## config.mk

```make
export PLATFORM = sky130hd
export DESIGN_NAME = trial_division_prime_test_top
export DESIGN_NICKNAME = d
export VERILOG_FILES = /design/src/sv/tdp_pkg.sv /design/src/sv/tdp_ctrl.sv /design/src/sv/tdp_dpath.sv /design/src/sv/trial_division_prime_test_top.sv
export SDC_FILE = /design/constraint.sdc
export NUM_CORES = 1
export LEC_CHECK = 0
export BUFFER_PORTS_ARGS = -buffer_cell sky130_fd_sc_hd__buf_2
export CAP_MARGIN = 20
export CORE_AREA = 2 2 100 102
export CTS_CLUSTER_SIZE = 10
export DETAILED_ROUTE_END_ITERATION = 7
export DIE_AREA = 0 0 102 104
export PLACE_DENSITY = 0.79
export SYNTH_ARGS = -nofsm -noshare
export SYNTH_HDL_FRONTEND = slang
export SYNTH_SLANG_ARGS = --single-unit
```

## constraint.sdc

```tcl
create_clock -name i_clk -period 4.5 [get_ports i_clk]
set_input_delay 1.35 -clock i_clk [delete_from_list [all_inputs] [get_ports i_clk]]
set_output_delay 1.35 -clock i_clk [all_outputs]
set_load 0.05 [all_outputs]
```

## src/sv/tdp_pkg.sv

```systemverilog
`timescale 1ns / 1ps
// Shared types and constants for the trial-division prime tester.
// No dependencies; imported by the controller, the datapath and the top level.
package tdp_pkg;

    // Default value width and the first trial divisor
    localparam int VALUE_WIDTH_DEF = 31;
    localparam int FIRST_DIVISOR   = 2;

    // Controller states
    typedef enum logic [2:0] {
        ST_IDLE,
        ST_START,
        ST_DIV,
        ST_CHECK,
        ST_DONE
    } t_state;

    // Commands from the controller to the datapath
    typedef struct packed {
        logic load;          // capture request, divisor = 2, clear divider
        logic step;          // one restoring-division bit
        logic next_div;      // divisor + 1, clear divider
        logic save_verdict;  // latch the verdict bit
        logic verdict;       // verdict to latch (1 = prime)
        logic emit;          // move verdict into the output register
    } t_cmd;

    // Status from the datapath to the controller
    typedef struct packed {
        logic too_small;     // value is 0 or 1
        logic step_last;     // last quotient bit is being produced
        logic d_gt_q;        // divisor > quotient, so divisor^2 > value
        logic rem_zero;      // divisor divides the value
        logic out_free;      // output register can take a result
    } t_status;

endpackage

```

## src/sv/tdp_ctrl.sv

```systemverilog
`timescale 1ns / 1ps
// Sequencer for the trial-division prime tester.
// Depends on tdp_pkg (state, command and status types).
module tdp_ctrl
    import tdp_pkg::*;
(
    input  logic    i_clk,
    input  logic    i_rst_n,
    input  logic    i_valid,
    input  t_status i_status,
    output t_cmd    o_cmd,
    output logic    o_busy
);

    t_state r_state;
    t_state n_state;

    // State register
    always_ff @(posedge i_clk) begin
        if (!i_rst_n) begin
            r_state <= ST_IDLE;
        end else begin
            r_state <= n_state;
        end
    end

    // Next state
    always_comb begin
        n_state = r_state;
        unique case (r_state)
            ST_IDLE: begin
                if (i_valid) n_state = ST_START;
            end
            ST_START: begin
                if (i_status.too_small) n_state = ST_DONE;
                else                    n_state = ST_DIV;
            end
            ST_DIV: begin
                if (i_status.step_last) n_state = ST_CHECK;
            end
            ST_CHECK: begin
                if (i_status.d_gt_q || i_status.rem_zero) n_state = ST_DONE;
                else                                      n_state = ST_DIV;
            end
            ST_DONE: begin
                if (i_status.out_free) n_state = ST_IDLE;
            end
            default: n_state = ST_IDLE;
        endcase
    end

    // Command outputs
    always_comb begin
        o_cmd  = '0;
        o_busy = (r_state != ST_IDLE);
        unique case (r_state)
            ST_IDLE: begin
                o_cmd.load = i_valid;
            end
            ST_START: begin
                // 0 and 1 are not prime
                if (i_status.too_small) begin
                    o_cmd.save_verdict = 1'b1;
                    o_cmd.verdict      = 1'b0;
                end
            end
            ST_DIV: begin
                o_cmd.step = 1'b1;
            end
            ST_CHECK: begin
                if (i_status.d_gt_q) begin
                    o_cmd.save_verdict = 1'b1;
                    o_cmd.verdict      = 1'b1;
                end else if (i_status.rem_zero) begin
                    o_cmd.save_verdict = 1'b1;
                    o_cmd.verdict      = 1'b0;
                end else begin
                    o_cmd.next_div = 1'b1;
                end
            end
            ST_DONE: begin
                o_cmd.emit = i_status.out_free;
            end
            default: o_cmd = '0;
        endcase
    end

endmodule

```

## src/sv/tdp_dpath.sv

```systemverilog
`timescale 1ns / 1ps
// Datapath: value and divisor registers, bit-serial restoring divider,
// verdict bit and output register. Depends on tdp_pkg.
module tdp_dpath
    import tdp_pkg::*;
#(
    parameter int VALUE_WIDTH = VALUE_WIDTH_DEF
) (
    input  logic                   i_clk,
    input  logic                   i_rst_n,
    input  t_cmd                   i_cmd,
    input  logic [VALUE_WIDTH-1:0] i_number,
    input  logic                   i_stall,
    output t_status                o_status,
    output logic                   o_valid,
    output logic                   o_prime
);

    // Divisor never exceeds about 2^(W/2) + 1
    localparam int DIV_W  = (VALUE_WIDTH + 1) / 2 + 1;
    localparam int STEP_W = $clog2(VALUE_WIDTH);

    logic [VALUE_WIDTH-1:0] r_val;
    logic [DIV_W-1:0]       r_div;
    logic [DIV_W-1:0]       r_rem;
    logic [VALUE_WIDTH-1:0] r_quo;
    logic [STEP_W-1:0]      r_step;
    logic                   r_verdict;
    logic                   r_out_valid;
    logic                   r_out_prime;

    logic [DIV_W:0]         shifted;
    logic [DIV_W:0]         diff;
    logic                   fits;

    // One restoring-division step: shift in next value bit, try subtract
    assign shifted = {r_rem, r_val[r_step]};
    assign diff    = shifted - {1'b0, r_div};
    assign fits    = !diff[DIV_W];

    // Divider and operand registers
    always_ff @(posedge i_clk) begin
        if (!i_rst_n) begin
            r_div  <= DIV_W'(FIRST_DIVISOR);
            r_rem  <= '0;
            r_step <= '0;
        end else if (i_cmd.load) begin
            r_val  <= i_number;
            r_div  <= DIV_W'(FIRST_DIVISOR);
            r_rem  <= '0;
            r_step <= STEP_W'(VALUE_WIDTH - 1);
        end else if (i_cmd.next_div) begin
            r_div  <= r_div + DIV_W'(1);
            r_rem  <= '0;
            r_step <= STEP_W'(VALUE_WIDTH - 1);
        end else if (i_cmd.step) begin
            r_rem  <= fits ? diff[DIV_W-1:0] : shifted[DIV_W-1:0];
            r_quo  <= {r_quo[VALUE_WIDTH-2:0], fits};
            r_step <= r_step - STEP_W'(1);
        end
    end

    // Verdict bit
    always_ff @(posedge i_clk) begin
        if (i_cmd.save_verdict) r_verdict <= i_cmd.verdict;
    end

    // Output register
    always_ff @(posedge i_clk) begin
        if (!i_rst_n) begin
            r_out_valid <= 1'b0;
        end else if (i_cmd.emit) begin
            r_out_valid <= 1'b1;
        end else if (!i_stall) begin
            r_out_valid <= 1'b0;
        end
    end

    always_ff @(posedge i_clk) begin
        if (i_cmd.emit) r_out_prime <= r_verdict;
    end

    // Status
    assign o_status.too_small = (r_val[VALUE_WIDTH-1:1] == '0);
    assign o_status.step_last = (r_step == '0);
    assign o_status.d_gt_q    = ({{(VALUE_WIDTH - DIV_W){1'b0}}, r_div} > r_quo);
    assign o_status.rem_zero  = (r_rem == '0);
    assign o_status.out_free  = !r_out_valid || !i_stall;

    assign o_valid = r_out_valid;
    assign o_prime = r_out_prime;

endmodule

```

## src/sv/trial_division_prime_test_top.sv

```systemverilog
`timescale 1ns / 1ps
// Top level of the trial-division prime tester: controller plus datapath.
// Depends on tdp_pkg, tdp_ctrl and tdp_dpath.
//
//  channel  | valid   | stall   | payload
//  ---------+---------+---------+------------------------
//  request  | i_valid | o_stall | i_number [VALUE_WIDTH]
//  result   | o_valid | i_stall | o_prime
//
// Each trial divisor takes VALUE_WIDTH bit steps of the shared restoring
// divider plus one check step. A 31-bit prime near 2^31 needs about 46340
// divisors tried. 0 and 1 skip the divider and go straight to the result.
// Reset is synchronous, active low. A new request is taken once the last
// result sits in the output register.
module trial_division_prime_test_top
    import tdp_pkg::*;
#(
    parameter int VALUE_WIDTH = VALUE_WIDTH_DEF
) (
    input  logic                   i_clk,
    input  logic                   i_rst_n,
    input  logic                   i_valid,
    input  logic [VALUE_WIDTH-1:0] i_number,
    output logic                   o_stall,
    output logic                   o_valid,
    output logic                   o_prime,
    input  logic                   i_stall
);

    t_cmd    cmd;
    t_status status;
    logic    busy;

    tdp_ctrl u_ctrl (
        .i_clk    (i_clk),
        .i_rst_n  (i_rst_n),
        .i_valid  (i_valid),
        .i_status (status),
        .o_cmd    (cmd),
        .o_busy   (busy)
    );

    tdp_dpath #(
        .VALUE_WIDTH (VALUE_WIDTH)
    ) u_dpath (
        .i_clk      (i_clk),
        .i_rst_n    (i_rst_n),
        .i_cmd      (cmd),
        .i_number   (i_number),
        .i_stall    (i_stall),
        .o_status   (status),
        .o_valid    (o_valid),
        .o_prime    (o_prime)
    );

    assign o_stall = busy;

    // An accepted request keeps the block busy in the next cycle
    a_busy_after_accept: assert property (@(posedge i_clk) disable iff (!i_rst_n)
        (i_valid && !o_stall) |=> o_stall)
        else $error("block not busy after accepting a request");

    // A new result never overwrites one still held by a stalled consumer
    a_no_overwrite: assert property (@(posedge i_clk) disable iff (!i_rst_n)
        cmd.emit |-> !(o_valid && i_stall))
        else $error("result emitted over a stalled result");

    // Prime is only declared once divisor exceeds quotient
    a_prime_bound: assert property (@(posedge i_clk) disable iff (!i_rst_n)
        (cmd.save_verdict && cmd.verdict) |-> status.d_gt_q)
        else $error("prime verdict before the square bound was reached");

    // The load, step, next-divisor and emit commands are mutually exclusive
    a_cmd_onehot: assert property (@(posedge i_clk) disable iff (!i_rst_n)
        $onehot0({cmd.load, cmd.step, cmd.next_div, cmd.emit}))
        else $error("conflicting datapath commands");

endmodule
```

* Word level (Yosys, flattened, before mapping)
Cells that the tools add are included.
Cells by class: add/sub/neg operators 3, order comparisons 2, equal/unequal tests 8, mux-type cells 24, bitwise operators 3, reduce and logical (&&, ||, !) cells 16
Operator list (count):
- 17-bit by 31-bit > comparator with 1-bit output | 1
- 30-bit zero test | 1
- 18-bit by 17-bit subtractor with 18-bit output | 1
- 17-bit by 1-bit adder with 17-bit output (second input constant) | 1
- 17-bit zero test | 1
- 17-bit two-way mux | 1
- 3-bit two-way mux | 5
- 5-bit two-way mux | 3
- 3-bit one-hot mux with 5 select lines | 1
- 1-bit two-way mux | 9
- 3-bit by 2-bit == test with 1-bit output (second input constant) | 2
- 5-bit by 6-bit < comparator with 1-bit output (second input constant) | 1
- 2-bit two-way mux | 3
- 3-bit nonzero test | 2
- 1-bit binary-select mux with 5-bit select | 1
- 5-bit zero test | 1
- 5-bit by 1-bit subtractor with 5-bit output (second input constant) | 1
- 2-bit by 1-bit != test with 1-bit output (second input constant) | 2
- 2-bit != test (second input constant) | 2
- 2-bit one-hot mux with 2 select lines | 1
- 4-bit AND reduction | 1
- 3-bit by 1-bit == test with 1-bit output (second input constant) | 1
- 3-bit == test (second input constant) | 1
- 1-bit zero test | 3
- 7 further kinds | 10
Word-level totals: register bits after elaboration 107, bits of input ports 35, word-level logic and storage cells 66

* Longest topological paths before layout
Gate-level depths: netlist of run 1.
depth in word-level cells 6, mapped depth 17, mapped depth without buffers 16

* Cells and area by module
From an unflattened synthesis of run 1, not the netlist that was laid out.
Second synthesis, totals: cells, all modules 499, area total of the unflattened synthesis 5599.1 um^2
Modules (own cells, without submodules):
- tdp_dpath | instances 1, cells an instance 475, area each 5386.4 um^2, seq. area each 2722.6 um^2
- tdp_ctrl | instances 1, cells an instance 24, area each 212.7 um^2, seq. area each 60.1 um^2

* Least setup slack after synthesis of run 1
OpenSTA, ideal clock, no wires.
kind register to register, from reg u_dpath.r_step[1], to reg u_dpath.r_rem[16], arrival time 3.888 ns, required time 4.377 ns, setup slack 0.489 ns, stages on the path, launching flop included 16, buffers on the path 1, period minus slack after synthesis 4.011 ns, cell sequence dfxtp_1 clkbuf_1 mux4_2 mux4_2 mux2i_1 ha_1 inv_1 fa_1 a211oi_1 o21ai_0 a21o_1 a31o_2 and3_1 a211o_1 o2111ai_1 a2bb2oi_1
On the way: cells in the longest elaborated chain, start to end 4
RTL lines:
- start, declared | RTL line tdp_dpath.sv:27 | logic [STEP_W-1:0] r_step;
- start signal, assigned | RTL line tdp_dpath.sv:51 | r_step <= STEP_W'(VALUE_WIDTH - 1);
- start signal, assigned | RTL line tdp_dpath.sv:55 | r_step <= STEP_W'(VALUE_WIDTH - 1);
- start signal, assigned | RTL line tdp_dpath.sv:59 | r_step <= r_step - STEP_W'(1);
- 1-bit binary-select mux with 5-bit select | RTL line tdp_dpath.sv:37 | assign shifted = {r_rem, r_val[r_step]};
- 1-bit two-way mux (implied by the code) | RTL line tdp_dpath.sv:37
- 18-bit by 17-bit subtractor with 18-bit output | RTL line tdp_dpath.sv:38 | assign diff = shifted - {1'b0, r_div};
- 17-bit two-way mux | RTL line tdp_dpath.sv:57 | r_rem <= fits ? diff[DIV_W-1:0] : shifted[DIV_W-1:0];
- end signal, assigned | RTL line tdp_dpath.sv:57
- end, declared | RTL line tdp_dpath.sv:25 | logic [DIV_W-1:0] r_rem;
No other way between the ends. The select of a mux whose other input is x is not followed. A chain may end at the register's enable or synchronous reset.

* Final worst setup path of run 1
Same ends and word-level chain as after synthesis.

==> reports/qor.csv, run 1 <==
stage;metric;value;unit
sta;hold_viol_final;0;
worst_setup_path;slowest_delay;0.54;ns
die;die-height;104;µm
drt;initialDrtViolationCount;360;
drt;dr.pass1.iters;5;
drt;wl_met3;458;µm
sta;finalSetupViolCount;0;
drt;dr_wl_met2;5730;µm
sta;final_max_slew_viol_count;0;
power;power_density;364;nW/µm²
worst_setup_path;cp_data_required_time;4.75;ns
clock_tree;cts_tree;done;
global_route;grt_max_degree;32;
clock_tree;root_buffer;clkbuf_8;
worst_setup_path;arrival;4.42;ns
synth;ys_warn_count;0;
power;cellLeakagePower;2.35;nW
drt;highest_layer;met4;
finish;stdcell_count;708;
worst_setup_path;crit_slowest_cell;mux4_2;
clock_tree;cts-buffers-inserted;9;
drt;antenna_left;0;
drt;drc_errors;0;
die;fp-row-count;36;
worst_setup_path;setup.worst_path.start_class;flip-flop;
die;start_util;59.4;%
finish;diodes;0;
clock_tree;clockBufferDepth;2;
synth;synth_edf_count;64;
worst_setup_path;crit_chain;mux4_2 > mux4_2 > mux2i_1 > ha_1 > inv_1 > fa_1 > a211oi_1 > o21ai_0 > a21o_1 > a31o_2 > and3_1 > a211o_1 > o2111ai_1 > a2bb2oi_1;
power;irDropWorstVdd;213;µV
sta;min_period;4.17;ns
worst_setup_path;cp-end-kind;flip-flop;
drt;vias;4237;
clock_tree;clk_latency;0.37;ns
clock_tree;clkSinkCount;107;
worst_setup_path;crit_type;flip-flop to flip-flop;
synth;ys_seq_area_share;49.0;%
min_path;hold_class;flip-flop to flip-flop;
synth;syn_inst;531;
synth;synth_ff_type;edfxtp_1;
placement;dp.cells;691;
placement;dp_hpwl;8850;µm
finish;nets;643;
drt;drt-total-wl;11800;µm
worst_setup_path;crit_buf_inv;1;
sta;finalCritPeriodShare;92.7;%
global_route;grt_pass1_vias;4121;
finish;area_growth;9.53;%
die;pin_count;38;
placement;globalplace.congestion;0.852;
clock_tree;h-tree-depth;3;
sta;tns;0;ns
die;design.die.area;10600;µm²
synth;syn-num-nets;604;
worst_setup_path;worstPathMaxFanout;10;
drt;routedWlPerCell;16.6;µm
sta;worst_pin_slew;1.01;ns
job;maxCapViolations;0;
finish;final_cell_mix;64 x edfxtp_1, 44 x nor2_1, 42 x inv_1, 41 x dfxtp_1;
global_route;grt_first_pass_wirelength;19200;µm
finish;drive_above_1_share;14.1;%
run_status;status;complete, no violations;
die;fp.dieW;102;µm
die;core_area;9550;µm²
worst_setup_path;cp_top_family;compound AO/OA/AOI/OAI gates;
synth;ys_ff_latch;107;
sta;fin_skew;0.0111;ns
global_route;antenna_found_initial;0;
global_route;grtUsageTotal;22.7;%
synth;postSynthAreaPerCell;10.7;µm²
placement;portBuffers;37;
worst_setup_path;crit_top_cell;mux4_2;
drt;wl_met1;5350;µm
synth;ys_types;62;
drt;viasPerCell;5.98;
clock_tree;clk_pin_slew;0.11;ns
sta;maxSlewHeadroom;31.7;%
global_route;grt-ovfl-total;0;
synth;synth-async-reset-ratio;0;%
clock_tree;post_cts_buffers;0;
synth;synth_area;5670;µm²
sta;grt_setup_unrepaired;false;
sta;fmax;240;MHz
finish;final_common_cell;edfxtp_1;
[layer usage]
metal,track usage [%],up-vias
li1,-,2047
met1,30.7,2066
met2,36.7,103
met3,3.76,21
met4,8.29,0
met5,0,-
[registers in the layout, indices dropped and copies added, names as in the netlist]
signal	count
u_dpath.r_verdict	1
u_dpath.r_step	5
u_ctrl.r_state	3
u_dpath.r_val	31
u_dpath.r_rem	17
u_dpath.o_valid	1
u_dpath.o_prime	1
u_dpath.r_div	17
u_dpath.r_quo	31
[kinds of logic after synthesis]
group,Yosys count,share of synthesized area [%]
buffers and inverters,58,3.90
xor gates and xnor gates,28,4.32
muxes,25,6.17
and+or+nand+nor,153,14.0
AOI/OAI and AO/OA,122,14.0
DFF,107,49.0
adders and majority gates,38,8.51
[power by group]
group | internal (mW) | leakage, nW | switching [mW]
logic | 0.257 | 1.33 | 0.312
registers | 1.08 | 0.934 | 0.0442
clock network | 0.225 | 0.0914 | 0.340
[path summary, 6_finish.rpt]
check	start	slack, ns	end	cells after the start
setup / recovery	u_dpath.r_step[1]	0.33	u_dpath.r_rem[16]	14
hold / removal	u_dpath.r_verdict	0.45	u_dpath.o_prime	0
setup reg to reg	u_dpath.r_step[1]	0.33	u_dpath.r_rem[16]	14
hold reg to reg	u_dpath.r_verdict	0.45	u_dpath.o_prime	0
[synth_stat cells (all sizes together) (2+ instances only)]
| cell | n | area [µm²] |
|---|---|---|
| mux2i | 17 | 170 |
| and3 | 6 | 37.5 |
| a21o | 6 | 45.0 |
| a211o | 2 | 17.5 |
| buf | 3 | 15.0 |
| o2111ai | 3 | 26.3 |
| nand2 | 25 | 96.4 |
| ha | 37 | 463 |
| a21oi | 34 | 170 |
| nand3b | 2 | 15.0 |
| nor2 | 48 | 190 |
| inv | 42 | 158 |
| o41ai | 2 | 25.0 |
| dfxtp | 43 | 861 |
| or2 | 2 | 12.5 |
| clkbuf | 13 | 48.8 |
| o21ai | 33 | 165 |
| a211oi | 11 | 82.6 |
| mux4 | 8 | 180 |
| nand2b | 5 | 31.3 |
| edfxtp | 64 | 1920 |
| o211ai | 3 | 22.5 |
| nand4 | 18 | 113 |
| a21boi | 7 | 52.6 |
| or3 | 4 | 25.0 |
| o21a | 4 | 30.0 |
| a31oi | 2 | 12.5 |
| o211a | 3 | 30.0 |
| xor2 | 4 | 35.0 |
| nand3 | 8 | 40.0 |
| xnor2 | 24 | 210 |
| and4 | 2 | 17.5 |
| nor3 | 10 | 61.3 |
| and2 | 2 | 12.5 |
| nor4 | 14 | 87.6 |
[worst register-to-register path: stages, from the launching register on]
cell and delay [ns]:
dfxtp_2 0.49, mux4_2 0.55, mux4_2 0.47, mux2i_1 0.20, ha_1 0.20, inv_1 0.05
fa_1 0.42, a211oi_1 0.34, o21ai_0 0.20, a21o_1 0.20, a31o_2 0.24, and3_1 0.16
a211o_1 0.24, o2111ai_1 0.19, a2bb2oi_1 0.09
[per-stage QoR]
| step | hold slack, ns | area [µm²] | setup WS, ns | util [%] | power (mW) |
|---|---|---|---|---|---|
| after CTS | 0.435 | 6200 | 0.226 | 64.9 | 2.26 |
| final | 0.447 | 6210 | 0.330 | 65.1 | 2.26 |
| after global routing | 0.443 | 6210 | 0.0438 | 65.1 | 2.36 |
| after detailed placement | 0.407 | 6020 | 0.255 | 63.0 | 1.71 |
| after global placement | 0.403 | 6020 | 0.414 | 63.0 | 1.68 |
| after floorplan | 0.400 | 5670 | 0.489 | - | 1.58 |
[repair_timing]
item                       4_1_cts  5_1_grt
hold buffers                     0        0
setup endpoints to repair        0        2
resized for setup                0        2
[cell type report]
| type | count | area, µm² |
|---|---|---|
| Multi-Input combinational cell | 366 | 2680 |
| Fill cell | 761 | 3330 |
| Inverter | 42 | 158 |
| Sequential cell | 107 | 2790 |
| Clock buffer | 11 | 141 |
| Timing Repair Buffer | 44 | 241 |
| Tap cell | 133 | 166 |
| Clock inverter | 5 | 42.5 |
Note: power is estimated with default switching activity, not from simulation.
==> inputs of run 2 (changes only) <==
--- a/config.mk
+++ b/config.mk
@@ -12,6 +12,7 @@
 export DETAILED_ROUTE_END_ITERATION = 7
 export DIE_AREA = 0 0 102 104
 export PLACE_DENSITY = 0.79
+export REMOVE_ABC_BUFFERS = 1
 export SYNTH_ARGS = -nofsm -noshare
 export SYNTH_HDL_FRONTEND = slang
 export SYNTH_SLANG_ARGS = --single-unit
==> reports/qor.csv, run 2 (synthesized netlist as in run 1, its figures left out) <==
stage;metric;value;unit;change
placement;globalplace.congestion;0.884;;was 0.852
die;start_util;59.4;%;unchanged
clock_tree;h-tree-depth;3;;unchanged
global_route;grt-ovfl-total;0;;unchanged
drt;initialDrtViolationCount;294;;was 360
power;power.total;2.31;mW;was 2.26 mW
worst_setup_path;reg2reg_depth;14;;unchanged
clock_tree;clk_pin_slew;0.11;ns;about the same
sta;worst_pin_slew;0.737;ns;was 1.01 ns
worst_setup_path;cp_data_required_time;4.82;ns;was 4.75 ns
sta;finalCritPeriodShare;90.8;%;was 92.7%
drt;routedWlPerCell;16.7;µm;was 16.6 µm
worst_setup_path;reg2reg_from;u_dpath.r_step[1];;unchanged
worst_setup_path;arrival;4.40;ns;was 4.42 ns
worst_setup_path;crit_type;flip-flop to flip-flop;;unchanged
min_path;hold_class;flip-flop to flip-flop;;unchanged
sta;fin_skew;0.0167;ns;was 0.0111 ns
worst_setup_path;crit_chain;mux4_2 > mux4_2 > mux2i_1 > ha_1 > inv_1 > fa_1 > a211oi_1 > o21ai_0 > a21o_1 > a31o_2 > a21oi_1 > a211o_1 > o2111ai_1 > a2bb2oi_1;;was mux4_2 > mux4_2 > mux2i_1 > ha_1 > inv_1 > fa_1 > a211oi_1 > o21ai_0 > a21o_1 > a31o_2 > and3_1 > a211o_1 > o2111ai_1 > a2bb2oi_1
drt;vias;4262;;was 4237
clock_tree;clk_latency;0.38;ns;was 0.37 ns
die;pin_count;38;;unchanged
sta;tns;0;ns;unchanged
clock_tree;root_buffer;clkbuf_8;;unchanged
drt;antenna_left;0;;unchanged
finish;nets;643;;unchanged
clock_tree;clkSinkCount;107;;unchanged
sta;grt_setup_unrepaired;false;;unchanged
sta;min_period;4.09;ns;was 4.17 ns
finish;top_regs;u_dpath.r_quo (31), u_dpath.r_val (31);;unchanged
die;fp.dieW;102;µm;unchanged
drt;drt-total-wl;11800;µm;about the same
global_route;grt_pass1_vias;4122;;was 4121
finish;area_growth;9.92;%;was 9.53%
worst_setup_path;r2r_setup_slack;0.41;ns;was 0.33 ns
worst_setup_path;r2r-end;u_dpath.r_rem[16];;unchanged
clock_tree;post_cts_buffers;0;;unchanged
finish;final_cell_mix;64 x edfxtp_1, 44 x nor2_1, 42 x inv_1, 41 x dfxtp_1;;unchanged
clock_tree;cts-buffers-inserted;9;;unchanged
worst_setup_path;cp_top_family;compound AO/OA/AOI/OAI gates;;unchanged
sta;maxSlewHeadroom;50.2;%;was 31.7%
power;power_density;370;nW/µm²;was 364 nW/µm²
clock_tree;clockBufferDepth;2;;unchanged
finish;regArea;2790;µm²;unchanged
sta;fmax;245;MHz;was 240 MHz
finish;fill_cells;745;;was 761
placement;portBuffers;37;;unchanged
finish;diodes;0;;unchanged
sta;hold_viol_final;0;;unchanged
placement;dp.cells;691;;unchanged
power;irDropWorstVdd;217;µV;was 213 µV
die;design.die.area;10600;µm²;unchanged
die;fp-row-count;36;;unchanged
drt;dr.pass1.iters;5;;unchanged
finish;stdcell_count;708;;unchanged
sta;final_max_slew_viol_count;0;;unchanged
global_route;antenna_found_initial;0;;unchanged
worst_setup_path;crit_slowest_cell;mux4_2;;unchanged
placement;place_area;6020;µm²;unchanged
clock_tree;cts_tree;done;;unchanged
worst_setup_path;startpoint;u_dpath.r_step[1];;unchanged
worst_setup_path;setup.worst_path.start_class;flip-flop;;unchanged
finish;fin_area;6240;µm²;was 6210 µm²
global_route;grt_max_degree;32;;unchanged
worst_setup_path;crit_end;u_dpath.r_rem[16];;unchanged
worst_setup_path;worstPathMaxFanout;10;;unchanged
finish;drive_above_1_share;14.4;%;was 14.1%
finish;multi_input_area;2680;µm²;unchanged
min_path;hp-start;u_dpath.r_verdict;;unchanged
finish;final_common_cell;edfxtp_1;;unchanged
job;maxCapViolations;0;;unchanged
worst_setup_path;cp_num_cells;14;;unchanged
sta;finalSetupViolCount;0;;unchanged
drt;viasPerCell;6.02;;was 5.98
drt;drc_errors;0;;unchanged
global_route;grt_first_pass_wirelength;19500;µm;was 19200 µm
worst_setup_path;crit_buf_inv;1;;unchanged
sta;whs;0.439;ns;was 0.447 ns
worst_setup_path;slowest_delay;0.53;ns;was 0.54 ns
worst_setup_path;crit_top_cell;mux4_2;;unchanged
placement;dp_hpwl;8720;µm;was 8850 µm
worst_setup_path;cp-end-kind;flip-flop;;unchanged
global_route;grtUsageTotal;23.4;%;was 22.7%
run_status;status;complete, no violations;;unchanged
die;core_area;9550;µm²;unchanged
die;die-height;104;µm;unchanged
power;cellLeakagePower;2.37;nW;was 2.35 nW
## run 2: cell count changes in the layout (fill, tap and decap cells not counted), sizes merged
cell and delta:
clkbuf -2, bufinv +1, inv +1
## run 2: report_power, final
part / leakage [nW] / internal [mW] / total, mW / switching [mW]
Clock: 0.104 / 0.268 / 0.622 / 0.354
Combinational: 1.33 / 0.250 / 0.560 / 0.310
Sequential: 0.934 / 1.08 / 1.13 / 0.0424
Total: 2.37 / 1.60 / 2.31 / 0.706
## run 2: area by class of cell
class                      count  share of cell area [%]
multi-input combinational    366                    43.0
inverter                      42                    2.53
clock inverter                 7                    1.32
tap                          133                    2.67
sequential                   107                    44.7
clock buffer                   9                    1.99
timing repair buffer          44                    3.87
## run 2: what timing repair did
action / 4_1_cts / 5_1_grt
resized for setup: 0 / 2
hold buffers: 0 / 0
setup endpoints to repair: 0 / 2
## run 2: worst min-delay path by stage
stage / end / slack [ns] / depth (start not counted)
after floorplan: u_dpath.o_prime / 0.40 / 0
final: u_dpath.o_prime / 0.44 / 0
after global placement: u_dpath.o_prime / 0.41 / 0
after detailed placement: u_dpath.o_prime / 0.41 / 0
after global routing: u_dpath.o_prime / 0.47 / 0
after CTS: u_dpath.o_prime / 0.44 / 0
## run 2: per-stage QoR
step / worst slack [ns] / util, %
2_1_floorplan: 0.588 / -
3_3_place_gp: 0.407 / 63.0
3_5_place_dp: 0.299 / 63.0
4_1_cts: 0.290 / 65.2
5_1_grt: 0.0691 / 65.3
6_report: 0.414 / 65.3
## run 2: per-layer routing
| metal | track usage (%) | wire, µm | vias to the layer above |
|---|---|---|---|
| li1 | - | - | 2048 |
| met1 | 30.6 | 5170 | 2045 |
| met2 | 38.3 | 5810 | 147 |
| met3 | 4.97 | 574 | 22 |
| met4 | 8.29 | 284 | 0 |
| met5 | 0 | 0 | - |
## run 2: worst reg2reg max path, cell delays in order, from the launching register on
cell and delay [ns]:
dfxtp_2 0.47, mux4_2 0.53, mux4_2 0.47, mux2i_1 0.19
ha_1 0.20, inv_1 0.06, fa_1 0.42, a211oi_1 0.34
o21ai_0 0.18, a21o_1 0.20, a31o_2 0.25, a21oi_1 0.25
a211o_1 0.20, o2111ai_1 0.11, a2bb2oi_1 0.18
==> inputs of run 3 (changes only) <==
--- a/config.mk
+++ b/config.mk
@@ -5,14 +5,16 @@
 export SDC_FILE = /design/constraint.sdc
 export NUM_CORES = 1
 export LEC_CHECK = 0
+export ABC_AREA = 0
 export BUFFER_PORTS_ARGS = -buffer_cell sky130_fd_sc_hd__buf_2
 export CAP_MARGIN = 20
-export CORE_AREA = 2 2 100 102
+export CORE_AREA = 2 2 104 106
 export CTS_CLUSTER_SIZE = 10
 export DETAILED_ROUTE_END_ITERATION = 7
-export DIE_AREA = 0 0 102 104
-export PLACE_DENSITY = 0.79
+export DIE_AREA = 0 0 106 108
+export PLACE_DENSITY = 0.76
 export REMOVE_ABC_BUFFERS = 1
 export SYNTH_ARGS = -nofsm -noshare
 export SYNTH_HDL_FRONTEND = slang
+export SYNTH_HIERARCHICAL = 1
 export SYNTH_SLANG_ARGS = --single-unit
==> constraint.sdc (replaced) <==
create_clock -name i_clk -period 3.7 [get_ports i_clk]
set_input_delay 1.11 -clock i_clk [delete_from_list [all_inputs] [get_ports i_clk]]
set_output_delay 1.11 -clock i_clk [all_outputs]
set_load 0.05 [all_outputs]
==> reports/qor.csv, run 3 <==
stage;metric;value;unit;change
sta;final_max_slew_viol_count;0;;unchanged
sta;fin_skew;0.00912;ns;was 0.0167 ns
synth;synth_area;5600;µm²;was 5670 µm²
synth;synth_ff_type;edfxtp_1;;unchanged
clock_tree;cts-buffers-inserted;9;;unchanged
worst_setup_path;worstPathMaxFanout;5;;was 10
worst_setup_path;startpoint;u_dpath/r_step[0];;was u_dpath.r_step[1]
sta;finalCritPeriodShare;116;%;was 90.8%
clock_tree;root_buffer;clkbuf_8;;unchanged
clock_tree;clk_latency;0.38;ns;about the same
sta;maxSlewHeadroom;58.0;%;was 50.2%
synth;synth_top_cell_by_area;edfxtp_1;;unchanged
die;core_area;10200;µm²;was 9550 µm²
power;irDropWorstVdd;297;µV;was 217 µV
power;power_density;461;nW/µm²;was 370 nW/µm²
finish;final_cell_mix;64 x edfxtp_1, 46 x buf_4, 42 x inv_1, 41 x dfxtp_1, 37 x buf_2;;was 64 x edfxtp_1, 44 x nor2_1, 42 x inv_1, 41 x dfxtp_1
die;fp-row-count;37;;was 36
worst_setup_path;cp_data_required_time;4.03;ns;was 4.82 ns
drt;drc_errors;0;;unchanged
placement;place_area;6130;µm²;was 6020 µm²
job;maxCapViolations;0;;unchanged
global_route;grt_max_degree;38;;was 32
sta;hold_viol_final;0;;unchanged
placement;globalplace.congestion;0.876;;was 0.884
worst_setup_path;crit_slowest_cell;mux4_2;;unchanged
synth;ys_warn_count;6;;was 0
drt;drt-total-wl;12400;µm;was 11800 µm
die;die-height;108;µm;was 104 µm
worst_setup_path;crit_type;flip-flop to flip-flop;;unchanged
min_path;hold_class;flip-flop to flip-flop;;unchanged
global_route;grt_pass1_vias;4092;;was 4122
worst_setup_path;crit_top_cell;mux4_2;;unchanged
sta;grt_setup_unrepaired;true;;was false
synth;syn_inst;499;;was 531
worst_setup_path;r2r-end;u_dpath/r_rem[16];;was u_dpath.r_rem[16]
clock_tree;cts_tree;done;;unchanged
die;design.die.area;11400;µm²;was 10600 µm²
drt;dr.pass1.iters;5;;unchanged
drt;vias;4154;;was 4262
sta;final.setup.worst_slack;-0.575;ns;was 0.414 ns
synth;postSynthAreaPerCell;11.2;µm²;was 10.7 µm²
clock_tree;clockBufferDepth;2;;unchanged
finish;diodes;0;;unchanged
drt;routedWlPerCell;17.1;µm;was 16.7 µm
global_route;grt_first_pass_wirelength;19500;µm;about the same
power;power.total;3.03;mW;was 2.31 mW
worst_setup_path;crit_end;u_dpath/r_rem[16];;was u_dpath.r_rem[16]
synth;synth_commonest_cells;64 x edfxtp_1, 43 x dfxtp_1, 43 x inv_1;;was 64 x edfxtp_1, 46 x nor2_1, 43 x dfxtp_1
synth;synth_most_common_cell;edfxtp_1;;unchanged
die;pin_count;38;;unchanged
synth;ys_seq_area_share;49.7;%;was 49.0%
worst_setup_path;reg2reg_from;u_dpath/r_step[0];;was u_dpath.r_step[1]
synth;yosysTopAreaCellShare;34.3;%;was 33.9%
finish;nets;654;;was 643
placement;portBuffers;37;;unchanged
sta;worst_pin_slew;0.630;ns;was 0.737 ns
synth;ys_ff_latch;107;;unchanged
worst_setup_path;arrival;4.61;ns;was 4.40 ns
sta;finalSetupViolCount;5;;was 0
sta;min_period;4.27;ns;was 4.09 ns
die;fp.dieW;106;µm;was 102 µm
worst_setup_path;setup.worst_path.start_class;flip-flop;;unchanged
clock_tree;hold_buffers;0;;unchanged
synth;synthTopCellsByArea;edfxtp_1 34%, dfxtp_1 15%, ha_1 8.3%;;was edfxtp_1 34%, dfxtp_1 15%, ha_1 8.2%
clock_tree;clkSinkCount;107;;unchanged
global_route;antenna_found_initial;0;;unchanged
die;start_util;54.7;%;was 59.4%
global_route;grtUsageTotal;21.9;%;was 23.4%
run_status;violations;setup timing;;
worst_setup_path;slowest_delay;0.51;ns;was 0.53 ns
placement;dp_hpwl;8350;µm;was 8720 µm
worst_setup_path;crit_chain;buf_12 > mux4_2 > mux4_2 > mux2i_4 > ha_2 > inv_2 > fa_2 > a21o_1 > a311o_1 > a2111oi_4 > buf_4 > o311ai_1 > xor2_1 > mux2i_1 > nor4b_1 > a31o_2;;was mux4_2 > mux4_2 > mux2i_1 > ha_1 > inv_1 > fa_1 > a211oi_1 > o21ai_0 > a21o_1 > a31o_2 > a21oi_1 > a211o_1 > o2111ai_1 > a2bb2oi_1
finish;drive_above_1_share;24.6;%;was 14.4%
clock_tree;h-tree-depth;3;;unchanged
synth;synth_edf_count;64;;unchanged
drt;initialDrtViolationCount;271;;was 294
drt;viasPerCell;5.75;;was 6.02
synth;synth-async-reset-ratio;0;%;unchanged
sta;fmax;234;MHz;was 245 MHz
finish;final_common_cell;edfxtp_1;;unchanged
clock_tree;clk_pin_slew;0.10;ns;was 0.11 ns
global_route;grt-ovfl-total;0;;unchanged
finish;top_regs;u_dpath/r_quo (31), u_dpath/r_val (31);;was u_dpath.r_quo (31), u_dpath.r_val (31)
finish;fin_util;64.3;%;was 65.3%
run_status;status;finished with violations;;was complete, no violations
drt;antenna_left;0;;unchanged
worst_setup_path;cp-end-kind;flip-flop;;unchanged
synth;ys_types;60;;was 62
power;cellLeakagePower;2.56;nW;was 2.37 nW
worst_setup_path;r2r_setup_slack;-0.57;ns;was 0.41 ns
finish;fin_area;6580;µm²;was 6240 µm²
worst_setup_path;reg2reg_depth;16;;was 14
finish;area_growth;17.5;%;was 9.92%
-- run 3: worst min path at each step --
stage	start	endpoint	slack, ns	cells after the start
after floorplan	u_dpath/r_verdict	u_dpath/o_prime	0.40	0
after global placement	u_dpath/r_verdict	u_dpath/o_prime	0.40	0
after detailed placement	u_dpath/r_verdict	u_dpath/o_prime	0.42	0
after CTS	u_dpath/r_verdict	u_dpath/o_prime	0.45	0
after global routing	u_dpath/r_verdict	u_dpath/o_prime	0.45	0
final	u_dpath/r_verdict	u_dpath/o_prime	0.44	0
-- run 3: layer usage --
metal / track usage, % / share of wire, % / wire, µm
met5: 0 / 0 / 0
met3: 5.00 / 5.3 / 651
met1: 26.9 / 43 / 5270
met4: 9.77 / 2.4 / 299
met2: 37.0 / 50 / 6160
-- run 3: layout make-up --
class                      instances  area (µm²)
timing repair buffer              87         602
inverter                          44         165
clock buffer                      10         128
clock inverter                     6        53.8
fill                             769        3650
multi-input combinational        332        2680
tap                              136         170
sequential                       107        2790
-- run 3: critical path, delay by kind of cell (launching register included) --
family	cells	cell delay, ns
multiplexers	4	1.29
AO/OA/AOI/OAI	5	1.12
adder cells (fa/ha/maj)	2	0.56
flip-flops	1	0.38
buffers and inverters	3	0.34
AND/OR/NAND/NOR	1	0.30
XOR/XNOR	1	0.23
-- run 3: timing repair --
item	4_1_cts	5_1_grt
pin swaps	8	8
gates cloned	0	0
setup endpoints to repair	16	17
gates resized for setup	13	17
hold endpoints to repair	0	0
buffers inserted	14	6
-- run 3: power breakdown --
part | switching (mW) | leakage (nW) | internal [mW]
registers | 0.0500 | 0.934 | 1.32
clock network | 0.427 | 0.0913 | 0.259
logic | 0.463 | 1.54 | 0.514
total | 0.941 | 2.56 | 2.09
-- run 3: cells by family after synthesis --
family	Yosys count	share of synthesized area, %
buffers and inverters	60	4.25
multiplexers	28	7.04
AO/OA/AOI/OAI	97	11.8
adder cells (fa/ha/maj)	38	8.63
AND/OR/NAND/NOR	136	13.1
flip-flops	107	49.7
XOR/XNOR	33	5.50
-- run 3: through the flow --
step	setup TNS [ns]	instances	setup slack, ns	hold WS (ns)
finish	-1.64	722	-0.575	0.443
global route	-2.27	722	-0.646	0.452
CTS	-1.16	716	-0.541	0.449
detailed placement	-3.85	686	-0.972	0.423
global placement	-2.62	686	-0.771	0.405
floorplan	-1.73	483	-0.624	0.400
